`config.mk`:
```
export PLATFORM = sky130hd
export DESIGN_NAME = dhcp_option_tlv_finder
export DESIGN_NICKNAME = d
export VERILOG_FILES = /design/src/hw/rtl/dotf_pkg.sv /design/src/hw/rtl/dhcp_option_tlv_finder.sv
export VERILOG_INCLUDE_DIRS = /design/src /design/src/hw/rtl
export SDC_FILE = /design/constraint.sdc
export NUM_CORES = 1
export LEC_CHECK = 0
export ABC_AREA = 0
export BUFFER_PORTS_ARGS = -buffer_cell sky130_fd_sc_hd__buf_2
export CAP_MARGIN = 30
export CELL_PAD_IN_SITES_DETAIL_PLACEMENT = 0
export CELL_PAD_IN_SITES_GLOBAL_PLACEMENT = 1
export CORE_ASPECT_RATIO = 1.2
export CORE_MARGIN = 1
export CORE_UTILIZATION = 41
export CTS_CLUSTER_SIZE = 20
export DETAILED_ROUTE_END_ITERATION = 10
export PLACE_DENSITY_LB_ADDON = 0.1
export SETUP_SLACK_MARGIN = 0.3
export SKIP_LAST_GASP = 1
export SYNTH_ARGS = -nofsm -noshare
export SYNTH_HDL_FRONTEND = slang
export SYNTH_SLANG_ARGS = --single-unit
```
`constraint.sdc`:
```
create_clock -name clk_i -period 4.05 [get_ports clk_i]
set_clock_uncertainty 0.1 [all_clocks]
set_input_delay 0.2025 -clock clk_i [delete_from_list [all_inputs] [get_ports clk_i]]
set_output_delay 0.2025 -clock clk_i [all_outputs]
set_load 0.005 [all_outputs]
```
`src/hw/rtl/dhcp_option_tlv_finder_defines.svh`:
```
// Assertion macros for the DHCP option finder.
// Both expect clk_i and rst_ni in the scope of the module that uses them.
`ifndef DHCP_OPTION_TLV_FINDER_DEFINES_SVH
`define DHCP_OPTION_TLV_FINDER_DEFINES_SVH

`ifndef SYNTH

`define DOTF_ASSERT(label, prop) \
  label: assert property (@(posedge clk_i) disable iff (!rst_ni) (prop)) \
    else $error("dotf assertion failed");

`define DOTF_ASSERT_NEVER(label, cond) \
  label: assert property (@(posedge clk_i) disable iff (!rst_ni) !(cond)) \
    else $error("dotf forbidden condition");

`else

`define DOTF_ASSERT(label, prop)
`define DOTF_ASSERT_NEVER(label, cond)

`endif

`endif

```
`src/hw/rtl/dotf_pkg.sv`:
```
package dotf_pkg;

  // Area size limit; offsets saturate at the smaller of this minus one and 511.
  localparam int MaxOptionBytes = 512;
  localparam int PosMaxInt      = ((MaxOptionBytes - 1) < 511) ? (MaxOptionBytes - 1) : 511;
  localparam logic [8:0] PosMax = PosMaxInt[8:0];

  localparam logic [7:0] CodePad        = 8'd0;
  localparam logic [7:0] CodeEnd        = 8'd255;
  localparam logic [7:0] TargetCodeRst  = 8'd53;

  // Register map (word index)
  localparam logic RegTargetCode = 1'b0;

  typedef enum logic [1:0] {
    PH_CODE = 2'd0,
    PH_LEN  = 2'd1,
    PH_VAL  = 2'd2,
    PH_DONE = 2'd3
  } phase_e;

  typedef enum logic [1:0] {
    ST_SCANNING = 2'd0,
    ST_END_SEEN = 2'd1,
    ST_OVERRUN  = 2'd2,
    ST_NO_END   = 2'd3
  } status_e;

  typedef struct packed {
    logic       value_valid;
    logic [7:0] value_byte;
    logic [7:0] value_index;
    logic       found;
    logic [8:0] found_offset;
    logic [7:0] option_length;
    logic [8:0] byte_offset;
    status_e    status;
  } result_t;

endpackage

```
`src/hw/rtl/dhcp_option_tlv_finder.sv`:
```
// DHCP option finder: walks a DHCP options area fed one byte per request on
// the s_axis side (tlast closes the area) and returns one result per byte on
// m_axis. The first option whose code equals target_code is reported with its
// code offset and length byte, and its value bytes come out flagged in tuser
// with their index. Pad (0) is a lone byte, end (255) stops the walk; a target
// of 255 reports the end byte's offset. Status flags an option cut off by the
// end of the area (2) or an area that closes without an end option (3).
// Throughput is one byte per cycle while m_axis takes its results; the walk state
// updates in the cycle a byte is taken and the result lands in a single output
// register, which refills in the same cycle it drains. target_code sits at
// byte address 0 of the APB port and should only be written while idle.
`include "dhcp_option_tlv_finder_defines.svh"

module dhcp_option_tlv_finder (
  input  logic        clk_i,
  input  logic        rst_ni,
  // config port
  input  logic        psel,
  input  logic        penable,
  input  logic        pwrite,
  input  logic [2:0]  paddr,
  input  logic [31:0] pwdata,
  output logic [31:0] prdata,
  output logic        pready,
  // byte stream in
  input  logic        s_axis_tvalid,
  output logic        s_axis_tready,
  input  logic [7:0]  s_axis_tdata,   // [7:0] data_byte
  input  logic        s_axis_tlast,   // last
  // result stream out
  output logic        m_axis_tvalid,
  input  logic        m_axis_tready,
  output logic [47:0] m_axis_tdata,   // [7:0] value_byte, [15:8] value_index,
                                      // [16] found, [25:17] found_offset,
                                      // [33:26] option_length,
                                      // [42:34] byte_offset, [44:43] status,
                                      // [47:45] zero
  output logic        m_axis_tuser    // [0] value_valid
);

  // ---------------------------------------------------------------- config
  logic [7:0] target_code_q;
  logic       cfg_wr;

  assign pready = 1'b1;
  assign cfg_wr = psel & penable & pwrite & (paddr[2] == dotf_pkg::RegTargetCode);

  always_ff @(posedge clk_i or negedge rst_ni) begin
    if (!rst_ni) begin
      target_code_q <= dotf_pkg::TargetCodeRst;
    end else if (cfg_wr) begin
      target_code_q <= pwdata[7:0];
    end
  end

  always_comb begin
    prdata = '0;
    if (paddr[2] == dotf_pkg::RegTargetCode) begin
      prdata = {24'd0, target_code_q};
    end
  end

  // ---------------------------------------------------------------- walk state
  dotf_pkg::phase_e phase_q, phase_d;
  logic [7:0] bytes_left_q, bytes_left_d;
  logic       in_match_q, in_match_d;
  logic       found_q, found_d;
  logic [8:0] match_offset_q, match_offset_d;
  logic [7:0] match_length_q, match_length_d;
  logic [7:0] value_count_q, value_count_d;
  logic [8:0] position_q, position_d;

  logic             out_valid_q;
  dotf_pkg::result_t res_q, res_d;
  logic             in_acc;
  logic [7:0]       b;

  // output register refills in the cycle it drains
  assign s_axis_tready = !out_valid_q || m_axis_tready;
  assign in_acc        = s_axis_tvalid && s_axis_tready;
  assign b             = s_axis_tdata;

  always_comb begin
    phase_d        = phase_q;
    bytes_left_d   = bytes_left_q;
    in_match_d     = in_match_q;
    found_d        = found_q;
    match_offset_d = match_offset_q;
    match_length_d = match_length_q;
    value_count_d  = value_count_q;
    res_d          = '0;

    unique case (phase_q)
      dotf_pkg::PH_CODE: begin
        // only the first occurrence of the target counts
        if (b == target_code_q && !found_q) begin
          found_d        = 1'b1;
          match_offset_d = position_q;
          match_length_d = '0;
          value_count_d  = '0;
          in_match_d     = (b != dotf_pkg::CodePad) && (b != dotf_pkg::CodeEnd);
        end
        if (b == dotf_pkg::CodeEnd) begin
          phase_d    = dotf_pkg::PH_DONE;
          in_match_d = 1'b0;
        end else if (b != dotf_pkg::CodePad) begin
          phase_d = dotf_pkg::PH_LEN;
        end
      end
      dotf_pkg::PH_LEN: begin
        bytes_left_d = b;
        if (in_match_q) begin
          match_length_d = b;
          value_count_d  = '0;
        end
        if (b == 8'd0) begin
          phase_d    = dotf_pkg::PH_CODE;
          in_match_d = 1'b0;
        end else begin
          phase_d = dotf_pkg::PH_VAL;
        end
      end
      dotf_pkg::PH_VAL: begin
        if (in_match_q) begin
          res_d.value_valid = 1'b1;
          res_d.value_byte  = b;
          res_d.value_index = value_count_q;
          value_count_d     = value_count_q + 8'd1;
        end
        bytes_left_d = bytes_left_q - 8'd1;
        if (bytes_left_d == 8'd0) begin
          phase_d    = dotf_pkg::PH_CODE;
          in_match_d = 1'b0;
        end
      end
      dotf_pkg::PH_DONE: begin
        // bytes after the end option are ignored
      end
      default: begin
      end
    endcase

    if (phase_d == dotf_pkg::PH_DONE) begin
      res_d.status = dotf_pkg::ST_END_SEEN;
    end else if (s_axis_tlast &&
                 (phase_d == dotf_pkg::PH_LEN || phase_d == dotf_pkg::PH_VAL)) begin
      res_d.status = dotf_pkg::ST_OVERRUN;
    end else if (s_axis_tlast) begin
      res_d.status = dotf_pkg::ST_NO_END;
    end else begin
      res_d.status = dotf_pkg::ST_SCANNING;
    end

    res_d.found         = found_d;
    res_d.found_offset  = found_d ? match_offset_d : 9'd0;
    res_d.option_length = found_d ? match_length_d : 8'd0;
    res_d.byte_offset   = position_q;

    position_d = (position_q < dotf_pkg::PosMax) ? position_q + 9'd1 : dotf_pkg::PosMax;

    // tlast closes the area: everything but the target returns to reset
    if (s_axis_tlast) begin
      phase_d        = dotf_pkg::PH_CODE;
      bytes_left_d   = '0;
      in_match_d     = 1'b0;
      found_d        = 1'b0;
      match_offset_d = '0;
      match_length_d = '0;
      value_count_d  = '0;
      position_d     = '0;
    end
  end

  always_ff @(posedge clk_i or negedge rst_ni) begin
    if (!rst_ni) begin
      phase_q        <= dotf_pkg::PH_CODE;
      bytes_left_q   <= '0;
      in_match_q     <= 1'b0;
      found_q        <= 1'b0;
      match_offset_q <= '0;
      match_length_q <= '0;
      value_count_q  <= '0;
      position_q     <= '0;
    end else if (in_acc) begin
      phase_q        <= phase_d;
      bytes_left_q   <= bytes_left_d;
      in_match_q     <= in_match_d;
      found_q        <= found_d;
      match_offset_q <= match_offset_d;
      match_length_q <= match_length_d;
      value_count_q  <= value_count_d;
      position_q     <= position_d;
    end
  end

  // ---------------------------------------------------------------- output
  always_ff @(posedge clk_i or negedge rst_ni) begin
    if (!rst_ni) begin
      out_valid_q <= 1'b0;
    end else if (s_axis_tready) begin
      out_valid_q <= s_axis_tvalid;
    end
  end

  always_ff @(posedge clk_i) begin
    if (in_acc) begin
      res_q <= res_d;
    end
  end

  assign m_axis_tvalid = out_valid_q;
  assign m_axis_tuser  = res_q.value_valid;
  assign m_axis_tdata  = {3'd0, res_q.status, res_q.byte_offset, res_q.option_length,
                          res_q.found_offset, res_q.found, res_q.value_index,
                          res_q.value_byte};

  // ---------------------------------------------------------------- checks
  `DOTF_ASSERT(a_match_implies_found, in_match_q |-> found_q)
  `DOTF_ASSERT(a_left_only_in_value, (phase_q != dotf_pkg::PH_VAL) |-> (bytes_left_q == 8'd0))
  `DOTF_ASSERT(a_index_below_len, (in_match_q && phase_q == dotf_pkg::PH_VAL) |-> (value_count_q < match_length_q))
  `DOTF_ASSERT(a_last_restarts, (in_acc && s_axis_tlast) |=> (position_q == 9'd0 && !found_q))
  `DOTF_ASSERT_NEVER(a_value_without_found, m_axis_tvalid && res_q.value_valid && !res_q.found)

endmodule
```
* Word level (Yosys, flattened, before mapping)
Cells that the tools add are included.
** Storage, ports and cells
- Register bits :: 101
- Latch bits :: 0
- Bits in writable memories :: 0
- Memory bits (read-only) :: 0
- Input bits :: 51
- Output and inout port bits :: 84
- Memories kept :: 0
** Operators by class
- Add/subtract/negate cells :: 3
- $mul :: 0
- Divide/modulo/power cells :: 0
- Magnitude comparators :: 1
- Eq/ne operators :: 14
- Shift-type cells :: 0
- Multiplexer cells :: 35
- Bitwise gates (word level) :: 4
- Reduce and logical (&&, ||, !) cells :: 18
** Operators by type and width (number)
- two-way mux 8 bit :: 9
- two-way mux 9 bit :: 5
- case mux 8 bit (2 select lines) :: 2
- case mux 8 bit (3 select lines) :: 1
- two-way mux 17 bit :: 1
- logical NOT 8 bit :: 2
- inequality test 3 bit, second input constant :: 5
- two-way mux 2 bit :: 7
- AND reduction 5 bit :: 2
- adder 9 x 1 -> 9 bit, second input constant :: 1
- less-than comparator 9 bit, second input constant :: 1
- adder 8 x 1 -> 8 bit, second input constant :: 1
- == test 8 bit :: 1
- == test 8 bit, second input constant :: 1
- two-way mux 1 bit :: 8
- inequality test 8 bit, second input constant :: 1
- nonzero test 8 bit :: 1
- subtractor 8 x 1 -> 8 bit, second input constant :: 1
- == test 2 bit, second input constant :: 3
- case mux 2 bit (3 select lines) :: 1
- == test 2 x 1 -> 1 bit, second input constant :: 2
- logical AND 1 bit :: 4
- inequality test 4 bit, second input constant :: 1
- AND reduction 2 bit :: 2
- 8 further kinds :: 12

* Logic depth before layout (Yosys ltp)
- Depth in word-level cells :: 8
- Mapped depth :: 9
- Gate-level depth less buffers :: 9

* Least setup slack after synthesis
OpenSTA, ideal clock, no wires.
- Path type :: register to register
- Start point :: reg out_valid_q, in the netlist m_axis_tvalid
- End point :: reg phase_q[0]
- Library setup time :: 0.093 ns
- Data arrival time :: 2.982 ns
- Slack :: 0.875 ns
- Stages on the path, launching flop included :: 8
- Buffers on the path :: 2
- Cell sequence :: dfrtp_1 > nand2b_1 > clkbuf_1 > nand2_1 > inv_1 > buf_1 > nand2_1 > o221ai_1
** On the way
- Word-level cells in the longest chain between the ends :: 3
** Ends and longest elaborated chain
- start, declared :: RTL line dhcp_option_tlv_finder.sv:73 : logic out_valid_q;
- start signal, assigned :: RTL line dhcp_option_tlv_finder.sv:201 : out_valid_q <= s_axis_tvalid;
- logical NOT 1 bit :: RTL line dhcp_option_tlv_finder.sv:79 : assign s_axis_tready = !out_valid_q || m_axis_tready;
- logical OR 1 bit :: RTL line dhcp_option_tlv_finder.sv:79
- via s_axis_tready :: RTL line dhcp_option_tlv_finder.sv:27 : output logic s_axis_tready,
- logical AND 1 bit :: RTL line dhcp_option_tlv_finder.sv:80 : assign in_acc = s_axis_tvalid && s_axis_tready;
- via in_acc :: RTL line dhcp_option_tlv_finder.sv:75 : logic in_acc;
- end signal, assigned :: RTL line dhcp_option_tlv_finder.sv:176 : phase_q <= dotf_pkg::PH_CODE;
- end signal, assigned :: RTL line dhcp_option_tlv_finder.sv:185 : phase_q <= phase_d;
- end, declared :: RTL line dhcp_option_tlv_finder.sv:64 : dotf_pkg::phase_e phase_q, phase_d;
The timed path passes the listed nets, and every way through them passes these cells.
A chain may end at the register's enable or synchronous reset.

* Final worst setup path
- Start point :: reg phase_q[0]
- End point :: reg value_count_q[2]
** On the way
- Word-level cells in the longest chain between the ends :: 3
- Elaborated cells between the ends (all ways) :: 10
- Classes of those cells :: eq/ne (5); mux (2); reduce/logical (3)
** Ends and longest elaborated chain
- == test 2 x 1 -> 1 bit (tied with other cells) :: RTL line dhcp_option_tlv_finder.sv:93 : unique case (phase_q)
- inequality test 3 bit (no line) (tied with other cells)
- AND reduction 5 bit (no line) or two-way mux 8 bit (tied branches)
- end signal, assigned :: RTL line dhcp_option_tlv_finder.sv:191 : value_count_q <= value_count_d;
- end, declared :: RTL line dhcp_option_tlv_finder.sv:70 : logic [7:0] value_count_q, value_count_d;
Parallel ways exist; a longest one is shown, timed or not.

==> flow_summary.toml <==
[outcome]
status = "completed"

[setup_path]
critPathMaxFanout = 18
start_kind = "flip-flop"
cp.required_ps = 4180
cp.arrival_ps = 2880
end_kind = "flip-flop"
critPathKind = "reg2reg"

[logic_synthesis]
async_flop_share_pct = 54.5
synth_top_area_share_pct = 27.2
synthSimpleGateAreaFrac_pct = 14.7
synthTopCellsByCount = "dfrtp_1, edfxtp_1, nand2_1"
synth.largest_area_cell = "edfxtp_1"
synth_fa_ha_area_share_pct = 2.22
syn_inst = 464
ys_ff_latch = 101
synth_top_family_by_area = "compound AO/OA/AOI/OAI gates"
ys_types = 58
synthFlopType = "dfrtp_1"
synth_compound_area_share_pct = 15.1
muxShareOfSynthArea_pct = 4.56
synth-edff-count = 46
syn_avg_cell_area_um2 = 10.9
yosys_warnings = 0
post-synth-top-count-cell = "dfrtp_1"
yosys-top-cells-area = "edfxtp_1, dfrtp_1, buf_4, a22o_1, and3_1"
synth_xor_area_share_pct = 1.73
synth_area_um2 = 5070
ys_seq_area_share_pct = 54.5

[grt]
overflow = 0
track_usage_pct = 18.2
grt_pass1_wl_mm = 18.0
grt_pass1_vias = 3485
grt_start_max_net_pins = 37
antenna_found_initial = 0

[timing]
finalSetupViolCount = 0
fin_crit_ps = 2750
hold_viol = 0
max_slew_margin_pct = 50.6
worstMarginPinSlew_ps = 741
drv_slew = 0
rsz0062_at_grt = "no"
fmax_ghz = 0.364
timing.final.crit_share_pct = 67.8
tns_ps = 0

[clock_network]
path_clk_slew_ps = 70
postCtsSetupBuffers = 0
clock-sinks = 101
ctsResizeCount = 0
cts_tree = "built"
clock_latency_ps = 340
hold_buffers = 9
cts_buffers = 9
root_buffer = "clkbuf_16"
cts_htree_levels = 3
clockBufferDepth = 2

[routing]
antenna_left = 0
vias = 3760
wl_mm = 11.2
first_pass_iters = 5
viasPerCell = 5.30
avgRoutedWirePerCell_um = 15.7
drtIter0Drc = 175
drc = 0

[die]
dieArea_um2 = 12800
die_y_um = 124
die_x_um = 104
core_area_um2 = 12100
io_pins = 135
start_util_pct = 42.1
rows = 44

[placed_design]
dp_cells = 684
gp_congestion = 0.827
dpl.hpwl_mm = 7.45
port_buffers = 80

[layout]
stdcell_count = 709
drive_gt1_share_pct = 21.4
fill_cells = 1129
multiInputGateArea_um2 = 2050
nets = 603
syn_to_final_growth_pct = 16.0
antenna_cells = 0
final-seq-area_um2 = 2760

[power_and_ir_drop]
power.density_nw_per_um2 = 488
peakVddDrop_mv = 0.232
p_leak_nw = 2.58

[worst_hold_path]
holdCritPathClass = "in2reg"

[job]
max_cap_viol_count = 0
==> per-stage QoR <==
step	power [mW]	hold slack, ps	area (um2)	setup WS, ps	utilization, %
after floorplan	1.83	-193	5170	875	-
after global placement	2.02	88.2	5510	1340	45.7
after detailed placement	2.04	86.5	5510	1320	45.7
after CTS	2.90	86.7	5880	1310	48.8
after global routing	3.05	106	5880	975	48.8
final	2.87	103	5880	1300	48.8
==> cell families after synthesis <==
kind of cell / Yosys count
AO/OA/AOI/OAI: 112
XOR/XNOR: 10
adder cells (fa/ha/maj): 9
buffers and inverters: 67
flip-flops: 101
multiplexers: 22
other: 2
AND/OR/NAND/NOR: 141
==> cell usage in the layout (no fill, tap or decap), types with 4 or more instances in the layout <==
| cell | count |
|---|---|
| xnor2_1 | 7 |
| nand2_1 | 35 |
| nor2_1 | 21 |
| clkbuf_16 | 9 |
| o41ai_1 | 4 |
| nor4_1 | 6 |
| nand3_1 | 13 |
| inv_1 | 12 |
| o31ai_1 | 6 |
| a21oi_1 | 26 |
| mux2i_1 | 13 |
| nand4_1 | 7 |
| and3_1 | 23 |
| dlygate4sd3_1 | 9 |
| and2_1 | 4 |
| ha_1 | 9 |
| buf_4 | 6 |
| nor2b_1 | 11 |
| a21o_1 | 4 |
| a22o_1 | 19 |
| buf_2 | 80 |
| nand2b_1 | 5 |
| mux2_2 | 9 |
| dfrtp_1 | 51 |
| edfxtp_1 | 46 |
| dfstp_2 | 4 |
| conb_1 | 28 |
| o21ai_0 | 24 |
==> path summary, 6_finish.rpt <==
kind | startpoint | end | slack [ps] | cells after the start
max in group asynchronous | rst_ni | position_q[2] | 2750 | 3
min in group asynchronous | rst_ni | target_code_q[1] | 240 | 2
worst min register to register | bytes_left_q[7] | bytes_left_q[7] | 400 | 2
worst min-delay path | s_axis_tvalid | m_axis_tvalid | 100 | 2
worst max-delay path | phase_q[0] | value_count_q[2] | 1300 | 8
worst max register to register | phase_q[0] | value_count_q[2] | 1300 | 8
==> worst max-delay path: stages, from the launching register on <==
cell and delay [ps]:
dfrtp_1 410, inv_1 100, ha_1 430, buf_4 310, nor2_1 130, o2111ai_1 120
nor4_1 390, nor2_1 250, a221o_1 390
==> layout make-up <==
class	count	area share, %
Clock buffer	12	4.02
Multi-Input combinational cell	322	34.8
Clock inverter	4	0.808
Sequential cell	101	46.9
Timing Repair Buffer	95	9.10
Tap cell	161	3.42
Inverter	14	0.893
==> per-layer routing <==
metal / up-vias / share of wire [%] / wire length, um / track usage, %
li1: 1813 / - / - / -
met1: 1815 / 45 / 5070 / 22.9
met2: 110 / 49 / 5420 / 31.1
met3: 22 / 3.7 / 411 / 3.40
met4: 0 / 2.3 / 257 / 7.88
met5: - / 0 / 0 / 0
==> flip-flops by register name, summed over array words and instances, names as in the netlist <==
register	flops
target_code_q	8
phase_q	2
bytes_left_q	8
match_offset_q	9
m_axis_tvalid	1
value_count_q	8
m_axis_tuser	1
match_length_q	8
position_q	9
in_match_q	1
found_q	1
m_axis_tdata	45
==> where the power goes <==
group | switching (mW) | leakage [nW] | internal, mW
sequential | 0.121 | 1.19 | 1.19
combinational | 0.431 | 1.25 | 0.282
clock | 0.368 | 0.139 | 0.479
(Power assumes the default switching activity.)
